File: config.mk
export PLATFORM = sky130hd
export DESIGN_NAME = preemptive_priority_scheduler_top_flat
export DESIGN_NICKNAME = d
export VERILOG_FILES = /design/src/sv/psched_pkg.sv /design/src/sv/psched_if.sv /design/src/sv/preemptive_priority_scheduler_top.sv /design/src/sv/psched_ctrl.sv /design/src/sv/psched_dpath.sv /design/src/flat_wrapper.sv
export SDC_FILE = /design/constraint.sdc
export NUM_CORES = 2
export LEC_CHECK = 0
export BUFFER_PORTS_ARGS = -buffer_cell sky130_fd_sc_hd__buf_2
export CAP_MARGIN = 25
export CORE_ASPECT_RATIO = 2
export CORE_MARGIN = 1.5
export CORE_UTILIZATION = 40
export CTS_CLUSTER_SIZE = 40
export DETAILED_ROUTE_END_ITERATION = 8
export PLACE_DENSITY_LB_ADDON = 0.25
export SYNTH_ARGS = -nofsm -noshare
export SYNTH_HDL_FRONTEND = slang
export SYNTH_HIERARCHICAL = 1
export SYNTH_SLANG_ARGS = --single-unit
File: constraint.sdc
create_clock -name clock -period 30.9 [get_ports clock]
set_input_delay 4.635 -clock clock [delete_from_list [all_inputs] [get_ports clock]]
set_output_delay 4.635 -clock clock [all_outputs]
set_load 0.02 [all_outputs]
File: src/sv/psched_pkg.sv
`default_nettype none

package psched_pkg;

   localparam int NUM_SLOTS = 16;
   localparam int SLOT_W = (NUM_SLOTS > 1) ? $clog2(NUM_SLOTS) : 1;

   localparam logic [31:0] TIME_MAX = 32'hFFFF_FFFF;

   // One entry of the process table.
   typedef struct packed {
      logic [7:0]  prio;
      logic [15:0] remaining;
      logic [31:0] arrival;
      logic [15:0] burst;
   } slot_type;

   typedef struct packed {
      logic capture;     // item accepted, latch its payload
      logic arrive;      // store an arrival
      logic scan_read;   // read the table entry at the scan counter
      logic pick;        // run the chosen process for one time unit
      logic turn;        // compute the turnaround time
      logic wait_calc;   // compute the waiting time
      logic load_rsp;    // move the finished result into the output register
   } ctrl_cmd_type;

   typedef struct packed {
      logic req_is_tick;
      logic scan_last;
      logic pick_finish;
      logic rsp_free;
   } ctrl_stat_type;

endpackage

`default_nettype wire

File: src/sv/psched_if.sv
`default_nettype none

interface psched_req_if;
   logic        valid;
   logic        ready;
   logic        command;
   logic [3:0]  proc_id;
   logic [7:0]  prio_level;
   logic [15:0] burst_len;

   modport source (output valid, command, proc_id, prio_level, burst_len, input ready);
   modport sink (input valid, command, proc_id, prio_level, burst_len, output ready);
endinterface

interface psched_rsp_if;
   logic        valid;
   logic        ready;
   logic        accepted;
   logic        idle;
   logic [3:0]  running_id;
   logic        finished;
   logic [31:0] finish_time;
   logic [31:0] turnaround;
   logic [31:0] waiting;

   modport source (output valid, accepted, idle, running_id, finished, finish_time,
                   turnaround, waiting, input ready);
   modport sink (input valid, accepted, idle, running_id, finished, finish_time,
                 turnaround, waiting, output ready);
endinterface

`default_nettype wire

File: src/sv/preemptive_priority_scheduler_top.sv
`default_nettype none

// Preemptive priority scheduler with one result per item. An arrival item
// (command 0) stores a process in the slot named by proc_id and answers with
// accepted set, or clear if the id is out of range, the slot is in use or the
// burst is zero; the next item is taken only once its result has been loaded. A
// tick item (command 1) advances the saturating time by one and runs the ready
// process with the smallest priority number (ties: earlier arrival, then lower
// id); the result reports the running id, or idle, and on completion the
// finish, turnaround and waiting times. A tick scans the process table memory, which
// is read one slot per cycle, and a completion adds the turnaround and waiting steps.
// A new item is taken while the previous result still waits in the output
// register.
module preemptive_priority_scheduler_top (
   input  wire logic   clock,
   input  wire logic   reset,
   psched_req_if.sink  req,
   psched_rsp_if.source rsp
);

   psched_pkg::ctrl_cmd_type  cmd;
   psched_pkg::ctrl_stat_type stat;

   psched_ctrl u_ctrl (
      .clock     (clock),
      .reset     (reset),
      .req_valid (req.valid),
      .req_ready (req.ready),
      .stat      (stat),
      .cmd       (cmd)
   );

   psched_dpath u_dpath (
      .clock           (clock),
      .reset           (reset),
      .cmd             (cmd),
      .stat            (stat),
      .req_command     (req.command),
      .req_proc_id     (req.proc_id),
      .req_prio_level  (req.prio_level),
      .req_burst_len   (req.burst_len),
      .rsp_valid       (rsp.valid),
      .rsp_ready       (rsp.ready),
      .rsp_accepted    (rsp.accepted),
      .rsp_idle        (rsp.idle),
      .rsp_running_id  (rsp.running_id),
      .rsp_finished    (rsp.finished),
      .rsp_finish_time (rsp.finish_time),
      .rsp_turnaround  (rsp.turnaround),
      .rsp_waiting     (rsp.waiting)
   );

endmodule

`default_nettype wire

File: src/sv/psched_ctrl.sv
`default_nettype none

module psched_ctrl (
   input  wire logic                     clock,
   input  wire logic                     reset,
   input  wire logic                     req_valid,
   output logic                          req_ready,
   input  wire psched_pkg::ctrl_stat_type stat,
   output psched_pkg::ctrl_cmd_type      cmd
);

   typedef enum logic [7:0] {
      S_IDLE   = 8'b0000_0001,
      S_ARRIVE = 8'b0000_0010,
      S_SCAN   = 8'b0000_0100,
      S_DRAIN  = 8'b0000_1000,
      S_PICK   = 8'b0001_0000,
      S_TURN   = 8'b0010_0000,
      S_WAIT   = 8'b0100_0000,
      S_RESULT = 8'b1000_0000
   } state_type;

   state_type state_ff;
   state_type state_in;

   assign req_ready = (state_ff == S_IDLE);

   always_comb begin
      state_in = state_ff;
      cmd      = '0;
      case (state_ff)
         S_IDLE: begin
            if (req_valid) begin
               cmd.capture = 1'b1;
               state_in    = stat.req_is_tick ? S_SCAN : S_ARRIVE;
            end
         end
         S_ARRIVE: begin
            cmd.arrive = 1'b1;
            state_in   = S_RESULT;
         end
         S_SCAN: begin
            cmd.scan_read = 1'b1;
            if (stat.scan_last) begin
               state_in = S_DRAIN;
            end
         end
         // The last table read is compared during this cycle.
         S_DRAIN: begin
            state_in = S_PICK;
         end
         S_PICK: begin
            cmd.pick = 1'b1;
            state_in = stat.pick_finish ? S_TURN : S_RESULT;
         end
         S_TURN: begin
            cmd.turn = 1'b1;
            state_in = S_WAIT;
         end
         S_WAIT: begin
            cmd.wait_calc = 1'b1;
            state_in      = S_RESULT;
         end
         S_RESULT: begin
            if (stat.rsp_free) begin
               cmd.load_rsp = 1'b1;
               state_in     = S_IDLE;
            end
         end
         default: begin
            state_in = S_IDLE;
         end
      endcase
   end

   always_ff @(posedge clock) begin
      if (reset) begin
         state_ff <= S_IDLE;
      end else begin
         state_ff <= state_in;
      end
   end

endmodule

`default_nettype wire

File: src/sv/psched_dpath.sv
`default_nettype none

module psched_dpath (
   input  wire logic                      clock,
   input  wire logic                      reset,
   input  wire psched_pkg::ctrl_cmd_type  cmd,
   output psched_pkg::ctrl_stat_type      stat,
   input  wire logic                      req_command,
   input  wire logic [3:0]                req_proc_id,
   input  wire logic [7:0]                req_prio_level,
   input  wire logic [15:0]               req_burst_len,
   output logic                           rsp_valid,
   input  wire logic                      rsp_ready,
   output logic                           rsp_accepted,
   output logic                           rsp_idle,
   output logic [3:0]                     rsp_running_id,
   output logic                           rsp_finished,
   output logic [31:0]                    rsp_finish_time,
   output logic [31:0]                    rsp_turnaround,
   output logic [31:0]                    rsp_waiting
);

   localparam int SW = psched_pkg::SLOT_W;

   // Captured item
   logic [3:0]  cap_id_ff;
   logic [7:0]  cap_prio_ff;
   logic [15:0] cap_burst_ff;

   // Process table: valid bits in flops, entries in a memory
   logic [psched_pkg::NUM_SLOTS-1:0] slot_valid_ff;
   psched_pkg::slot_type             slot_mem [psched_pkg::NUM_SLOTS];

   logic [SW-1:0]        scan_cnt_ff;
   logic                 rd_pend_ff;
   logic [SW-1:0]        rd_idx_ff;
   logic                 rd_valid_ff;
   psched_pkg::slot_type rd_word_ff;

   logic                 found_ff;
   logic [SW-1:0]        best_idx_ff;
   psched_pkg::slot_type best_word_ff;

   logic [31:0] now_ff;

   // Result being assembled
   logic        st_accepted_ff;
   logic        st_idle_ff;
   logic [3:0]  st_id_ff;
   logic        st_finished_ff;
   logic [31:0] st_time_ff;
   logic [31:0] st_ta_ff;
   logic [31:0] st_wt_ff;

   logic        rsp_valid_ff;
   logic        rsp_accepted_ff;
   logic        rsp_idle_ff;
   logic [3:0]  rsp_id_ff;
   logic        rsp_finished_ff;
   logic [31:0] rsp_time_ff;
   logic [31:0] rsp_ta_ff;
   logic [31:0] rsp_wt_ff;

   logic [SW-1:0]        arr_idx;
   logic                 arrive_ok;
   logic                 better;
   logic [15:0]          rem_dec;
   logic                 pick_finish;
   logic [31:0]          time_next;
   logic                 wr_en;
   logic [SW-1:0]        wr_addr;
   psched_pkg::slot_type wr_data;

   assign arr_idx   = SW'(cap_id_ff);
   assign arrive_ok = (32'(cap_id_ff) < 32'(psched_pkg::NUM_SLOTS))
                      && !slot_valid_ff[arr_idx] && (cap_burst_ff != 16'd0);

   // Strictly better only, so on a full tie the lower slot seen first stays.
   assign better = !found_ff
                   || (rd_word_ff.prio < best_word_ff.prio)
                   || ((rd_word_ff.prio == best_word_ff.prio)
                       && (rd_word_ff.arrival < best_word_ff.arrival));

   assign rem_dec     = (best_word_ff.remaining == 16'd0) ? 16'd0
                                                          : best_word_ff.remaining - 16'd1;
   assign pick_finish = found_ff && (rem_dec == 16'd0);
   assign time_next   = (now_ff == psched_pkg::TIME_MAX) ? now_ff : now_ff + 32'd1;

   always_comb begin
      wr_en   = 1'b0;
      wr_addr = best_idx_ff;
      wr_data = best_word_ff;
      if (cmd.arrive) begin
         wr_en             = arrive_ok;
         wr_addr           = arr_idx;
         wr_data.prio      = cap_prio_ff;
         wr_data.remaining = cap_burst_ff;
         wr_data.arrival   = now_ff;
         wr_data.burst     = cap_burst_ff;
      end else if (cmd.pick) begin
         wr_en             = found_ff;
         wr_data.remaining = rem_dec;
      end
   end

   assign stat.req_is_tick = req_command;
   assign stat.scan_last   = (scan_cnt_ff == SW'(psched_pkg::NUM_SLOTS - 1));
   assign stat.pick_finish = pick_finish;
   assign stat.rsp_free    = !rsp_valid_ff || rsp_ready;

   always_ff @(posedge clock) begin
      if (wr_en) begin
         slot_mem[wr_addr] <= wr_data;
      end
      if (cmd.scan_read) begin
         rd_word_ff <= slot_mem[scan_cnt_ff];
      end
   end

   // Control state
   always_ff @(posedge clock) begin
      if (reset) begin
         slot_valid_ff <= '0;
         now_ff        <= '0;
         found_ff      <= 1'b0;
         rd_pend_ff    <= 1'b0;
         rsp_valid_ff  <= 1'b0;
      end else begin
         rd_pend_ff <= cmd.scan_read;
         if (cmd.capture) begin
            found_ff <= 1'b0;
         end else if (rd_pend_ff && rd_valid_ff && better) begin
            found_ff <= 1'b1;
         end
         if (cmd.arrive && arrive_ok) begin
            slot_valid_ff[arr_idx] <= 1'b1;
         end
         if (cmd.pick) begin
            now_ff <= time_next;
            if (pick_finish) begin
               slot_valid_ff[best_idx_ff] <= 1'b0;
            end
         end
         if (cmd.load_rsp) begin
            rsp_valid_ff <= 1'b1;
         end else if (rsp_ready) begin
            rsp_valid_ff <= 1'b0;
         end
      end
   end

   // Payload registers
   always_ff @(posedge clock) begin
      if (cmd.capture) begin
         cap_id_ff    <= req_proc_id;
         cap_prio_ff  <= req_prio_level;
         cap_burst_ff <= req_burst_len;
         scan_cnt_ff  <= '0;
      end else if (cmd.scan_read) begin
         scan_cnt_ff <= scan_cnt_ff + SW'(1);
      end
      if (cmd.scan_read) begin
         rd_idx_ff   <= scan_cnt_ff;
         rd_valid_ff <= slot_valid_ff[scan_cnt_ff];
      end
      if (rd_pend_ff && rd_valid_ff && better) begin
         best_idx_ff  <= rd_idx_ff;
         best_word_ff <= rd_word_ff;
      end
      if (cmd.arrive) begin
         st_accepted_ff <= arrive_ok;
         st_idle_ff     <= 1'b0;
         st_id_ff       <= 4'd0;
         st_finished_ff <= 1'b0;
         st_time_ff     <= 32'd0;
         st_ta_ff       <= 32'd0;
         st_wt_ff       <= 32'd0;
      end
      if (cmd.pick) begin
         st_accepted_ff <= 1'b0;
         st_idle_ff     <= !found_ff;
         st_id_ff       <= found_ff ? 4'(best_idx_ff) : 4'd0;
         st_finished_ff <= pick_finish;
         st_time_ff     <= time_next;
         st_ta_ff       <= 32'd0;
         st_wt_ff       <= 32'd0;
      end
      // The time has already advanced when the turnaround is formed.
      if (cmd.turn) begin
         st_ta_ff <= now_ff - best_word_ff.arrival;
      end
      if (cmd.wait_calc) begin
         st_wt_ff <= (st_ta_ff >= 32'(best_word_ff.burst))
                     ? st_ta_ff - 32'(best_word_ff.burst) : 32'd0;
      end
      if (cmd.load_rsp) begin
         rsp_accepted_ff <= st_accepted_ff;
         rsp_idle_ff     <= st_idle_ff;
         rsp_id_ff       <= st_id_ff;
         rsp_finished_ff <= st_finished_ff;
         rsp_time_ff     <= st_time_ff;
         rsp_ta_ff       <= st_ta_ff;
         rsp_wt_ff       <= st_wt_ff;
      end
   end

   assign rsp_valid       = rsp_valid_ff;
   assign rsp_accepted    = rsp_accepted_ff;
   assign rsp_idle        = rsp_idle_ff;
   assign rsp_running_id  = rsp_id_ff;
   assign rsp_finished    = rsp_finished_ff;
   assign rsp_finish_time = rsp_time_ff;
   assign rsp_turnaround  = rsp_ta_ff;
   assign rsp_waiting     = rsp_wt_ff;

   a_time_monotonic: assert property (@(posedge clock)
      !reset |=> (reset || (now_ff >= $past(now_ff))))
      else $error("time went backwards");

   a_time_only_on_tick: assert property (@(posedge clock) disable iff (reset)
      !cmd.pick |=> $stable(now_ff))
      else $error("time changed outside a tick");

   a_best_is_valid: assert property (@(posedge clock) disable iff (reset)
      (cmd.pick && found_ff) |-> slot_valid_ff[best_idx_ff])
      else $error("chosen slot is not in use");

   a_finish_frees_slot: assert property (@(posedge clock) disable iff (reset)
      (cmd.pick && pick_finish) |=> !slot_valid_ff[$past(best_idx_ff)])
      else $error("finished process still holds its slot");

   a_no_result_overwrite: assert property (@(posedge clock) disable iff (reset)
      cmd.load_rsp |-> (!rsp_valid_ff || rsp_ready))
      else $error("pending result overwritten");

endmodule

`default_nettype wire

File: src/flat_wrapper.sv
// flat-port wrapper written by rule: the top's interface ports become plain ports
module preemptive_priority_scheduler_top_flat 
  (clock, reset, req_valid, req_command, req_proc_id, req_prio_level, req_burst_len, req_ready, rsp_valid, rsp_accepted, rsp_idle, rsp_running_id, rsp_finished, rsp_finish_time, rsp_turnaround, rsp_waiting, rsp_ready);
  psched_req_if req_i ();
  psched_rsp_if rsp_i ();
  input  wire logic clock;
  input  wire logic reset;
  input wire logic [$bits(req_i.valid)-1:0] req_valid;
  input wire logic [$bits(req_i.command)-1:0] req_command;
  input wire logic [$bits(req_i.proc_id)-1:0] req_proc_id;
  input wire logic [$bits(req_i.prio_level)-1:0] req_prio_level;
  input wire logic [$bits(req_i.burst_len)-1:0] req_burst_len;
  output wire logic [$bits(req_i.ready)-1:0] req_ready;
  output wire logic [$bits(rsp_i.valid)-1:0] rsp_valid;
  output wire logic [$bits(rsp_i.accepted)-1:0] rsp_accepted;
  output wire logic [$bits(rsp_i.idle)-1:0] rsp_idle;
  output wire logic [$bits(rsp_i.running_id)-1:0] rsp_running_id;
  output wire logic [$bits(rsp_i.finished)-1:0] rsp_finished;
  output wire logic [$bits(rsp_i.finish_time)-1:0] rsp_finish_time;
  output wire logic [$bits(rsp_i.turnaround)-1:0] rsp_turnaround;
  output wire logic [$bits(rsp_i.waiting)-1:0] rsp_waiting;
  input wire logic [$bits(rsp_i.ready)-1:0] rsp_ready;
  assign req_i.valid = req_valid;
  assign req_i.command = req_command;
  assign req_i.proc_id = req_proc_id;
  assign req_i.prio_level = req_prio_level;
  assign req_i.burst_len = req_burst_len;
  assign req_ready = req_i.ready;
  assign rsp_valid = rsp_i.valid;
  assign rsp_accepted = rsp_i.accepted;
  assign rsp_idle = rsp_i.idle;
  assign rsp_running_id = rsp_i.running_id;
  assign rsp_finished = rsp_i.finished;
  assign rsp_finish_time = rsp_i.finish_time;
  assign rsp_turnaround = rsp_i.turnaround;
  assign rsp_waiting = rsp_i.waiting;
  assign rsp_i.ready = rsp_ready;
  preemptive_priority_scheduler_top u_core (.clock(clock), .reset(reset), .req(req_i), .rsp(rsp_i));
endmodule
==> run metrics <==
run status finished clean; H-tree depth 4; Comb pwr share 0.029; CP endpoint kind primary output; leading area contributor after synthesis edfxtp_1; Final Wtd Congestion 0.861; top cell type's share of synthesized area 0.723; Post-DP Area 0.0678 sq mm; layout filler cell count 13300; CP Data Arrival Time 2.08 ns; sequential-to-total area share from yosys stat 0.744; CTS Buffer Depth 4; RSZ-0062 raised after global routing no; P_leak 22.9 nW; row count 207; Area contributors post-synth edfxtp_1 72%, mux4_2 13%, dfxtp_1 2.0%; cell area after synthesis 0.0638 sq mm; post-CTS sizing 0; WP buf/inv 1; Hold/Removal Path Class reg -> reg; drt first-iter violations 3014; Period Utilization, post-route 0.217; Pre-Repair DR Iteration Count 7; Slowest cell on crit path nor4b_1; final setup fails 0; via count 32200; Sw Pwr 0.869 mW; FMAX 0.149 GHz; Post-synth top flop edfxtp_1; Max rail drop VDD 0.0398 mV; post-layout minimum cycle time 6.72 ns; leading cell types in the layout, fill and taps excluded 1538 x edfxtp_1, 370 x mux4_2, 183 x nor2_1; Mapped Nets 3452; final setup skew 0.0542 ns; peak fanout along the critical path 4; worst hold slack 0.405 ns; Most Used Layer, Global Route met2; Seq pwr share 0.555; Area Overhead vs Synth 13.6%; Synth Instances 3328; CP cell instances nor4b_1, and2_2, buf_2; TritonCTS clock tree done; commonest non-fill, non-tap cell in the layout edfxtp_1; Overall Global Routing Usage 0.195; die area 0.162 sq mm; met1 Use GR 0.243; Pint 3.43 mW; GRT met2 Usage 0.350; r2r setup slk 25.61 ns; count of input and output buffers 137; Clock Pin Slew Worst Setup and Hold Paths 0.07 ns; initial antenna violation count 5; area of the multi-input gates 0.0156 sq mm; Sequential cell area 0.0475 sq mm; vias in the first global route 33000; DRC Markers 0; Setup TNS 0 ns; Post-Place Setup Slack 23.88 ns; max-cap violations 0; WS Path Type reg -> out; Net Sw Frac 0.202; cts hold-fix bufs 0; kind of cell adding the most delay to the critical path simple AND/OR/NAND/NOR gates; placed wire-length estimate 91800 microns; worst slew pin tran 1.16 ns; met3 Use GR 0.0211; postcts setup bufs 0; wirelength, routed 159000 microns; first-pass GRT wire length 228000 microns; average wire per standard cell 27.4 microns; Final ANT Viol Nets 0; Data required, critical path 26.27 ns; Die W 285 microns; post-synthesis register bit count 1602; Sink Count 1602; PnR Total Power 4.30 mW; core box area 0.159 sq mm; Max-Slew Margin vs Limit 0.228; starting density of the core 0.402; Die H 568 microns; root buffer cell clkbuf_16; I/O Pins 138; Yosys warning total 6; async set or reset register ratio after synthesis 0; Hold Fails Final Rpt 0; share of post-route cells with drive strength above 1 0.246; number of synthesized flops with an enable pin 1538; gr ovfl total 0; Clk network pwr share 0.416; post-synth cell types 71; setup slack after layout 24.18 ns; Inserted Clock Buffers 149; fin. max-slew vios 0; largest net degree at the start of global routing 144; Clk Latency, worst-skew pair 0.82 ns; startpoint types flip-flop; Cell Pwr Density 59.3 mW/mm^2; Finished Cell Area 0.0725 sq mm; final-stage net count 3732; Via density 5.55; syn avg cell area 19.2 sq um; slowest stage delay, CP 0.50 ns
## synth_stat cells (4+ instances only)
library cell     n
edfxtp_1      1538
mux4_2         370
nor2_1         200
nand2_1        124
o21ai_0        112
clkbuf_1       101
a21oi_1         92
ha_1            89
inv_1           80
dfxtp_1         64
xor2_1          54
xnor2_1         52
nor3_1          49
buf_1           34
a21o_1          33
nand3_1         33
and3_1          23
nand4_1         22
nand2b_1        20
nor4_1          19
nor2b_1         18
a211oi_1        16
nor3b_1         16
o21a_1          16
or3_1           15
and2_1          11
a31oi_1         10
mux2i_1         10
and4_1           9
or2_2            8
buf_2            6
nor3_2           6
mux2_2           5
a311oi_1         4
buf_6            4
nor4_2           4
o21bai_1         4
o31ai_1          4
## stage by stage
stage          cells   util
3_3_place_gp    5530  0.426
2_1_floorplan   3328      -
5_1_grt         5800  0.457
6_report        5800  0.457
4_1_cts         5792  0.456
3_5_place_dp    5540  0.427
## cells by family (layout without fill, tap and decap cells)
group	after synthesis	in the layout	share of synthesized area
AOI/OAI and AO/OA	321	321	0.0305
xor gates and xnor gates	106	106	0.0145
adders and majority gates	91	91	0.0181
buffers and inverters	228	609	0.0141
DFF	1602	1602	0.744
muxes	385	385	0.133
other	0	1	0
and+or+nand+nor	595	595	0.0463
## cell type report
type / count / area share
diodes: 1 / 0.0000345
clock buffers: 181 / 0.0535
clock inverters: 71 / 0.00992
inverters: 81 / 0.00419
multi-input cells: 1498 / 0.216
flip-flops and latches: 1602 / 0.655
well taps: 2090 / 0.0361
repair buffers: 276 / 0.0257
## flip-flops by register name, indices dropped and copies added (netlist names), 8 cells and up
| signal | cells |
|---|---|
| u_core/u_dpath/slot_mem | 1152 |
| u_core/u_dpath/st_wt_ff | 32 |
| u_core/u_dpath/st_ta_ff | 32 |
| u_core/u_dpath/best_word_ff | 72 |
| u_core/u_dpath/rsp_waiting | 32 |
| u_core/u_dpath/rd_word_ff | 72 |
| u_core/u_dpath/now_ff | 32 |
| u_core/u_dpath/rsp_turnaround | 32 |
| u_core/u_dpath/cap_prio_ff | 8 |
| u_core/u_dpath/st_time_ff | 32 |
| u_core/u_dpath/slot_valid_ff | 16 |
| u_core/u_dpath/cap_burst_ff | 16 |
| u_core/u_dpath/rsp_finish_time | 32 |
| u_core/u_ctrl/state_ff | 8 |
## power groups by stage
| stage | logic (mW) | clock network [mW] | registers (mW) |
|---|---|---|---|
| detailed placement | 0.126 | 0 | 2.43 |
| finish | 0.125 | 1.79 | 2.38 |
| global route | 0.135 | 1.90 | 2.38 |
| global placement | 0.124 | 0 | 2.43 |
| CTS | 0.126 | 1.83 | 2.39 |
| floorplan | 0.0901 | 0 | 2.43 |
## path summary, 6_finish.rpt
kind | from | endpoint | cells past startpoint
worst min register to register | u_core/u_dpath/st_time_ff[15] | u_core/u_dpath/rsp_finish_time[15] | 0
worst max-delay path | u_core/u_ctrl/state_ff[1] | req_ready | 3
worst max register to register | u_core/u_ctrl/state_ff[6] | u_core/u_dpath/slot_mem[8][38] | 8
worst min-delay path | u_core/u_dpath/st_time_ff[15] | u_core/u_dpath/rsp_finish_time[15] | 0
## routing by layer
| layer | routed length (microns) | vias to the layer above | share of wire |
|---|---|---|---|
| met5 | 13 | - | 0.000082 |
| met4 | 5080 | 2 | 0.032 |
| met3 | 6610 | 250 | 0.042 |
| met2 | 84100 | 946 | 0.53 |
| met1 | 63000 | 17100 | 0.40 |
| li1 | - | 13900 | - |
(Power assumes the default switching activity.)
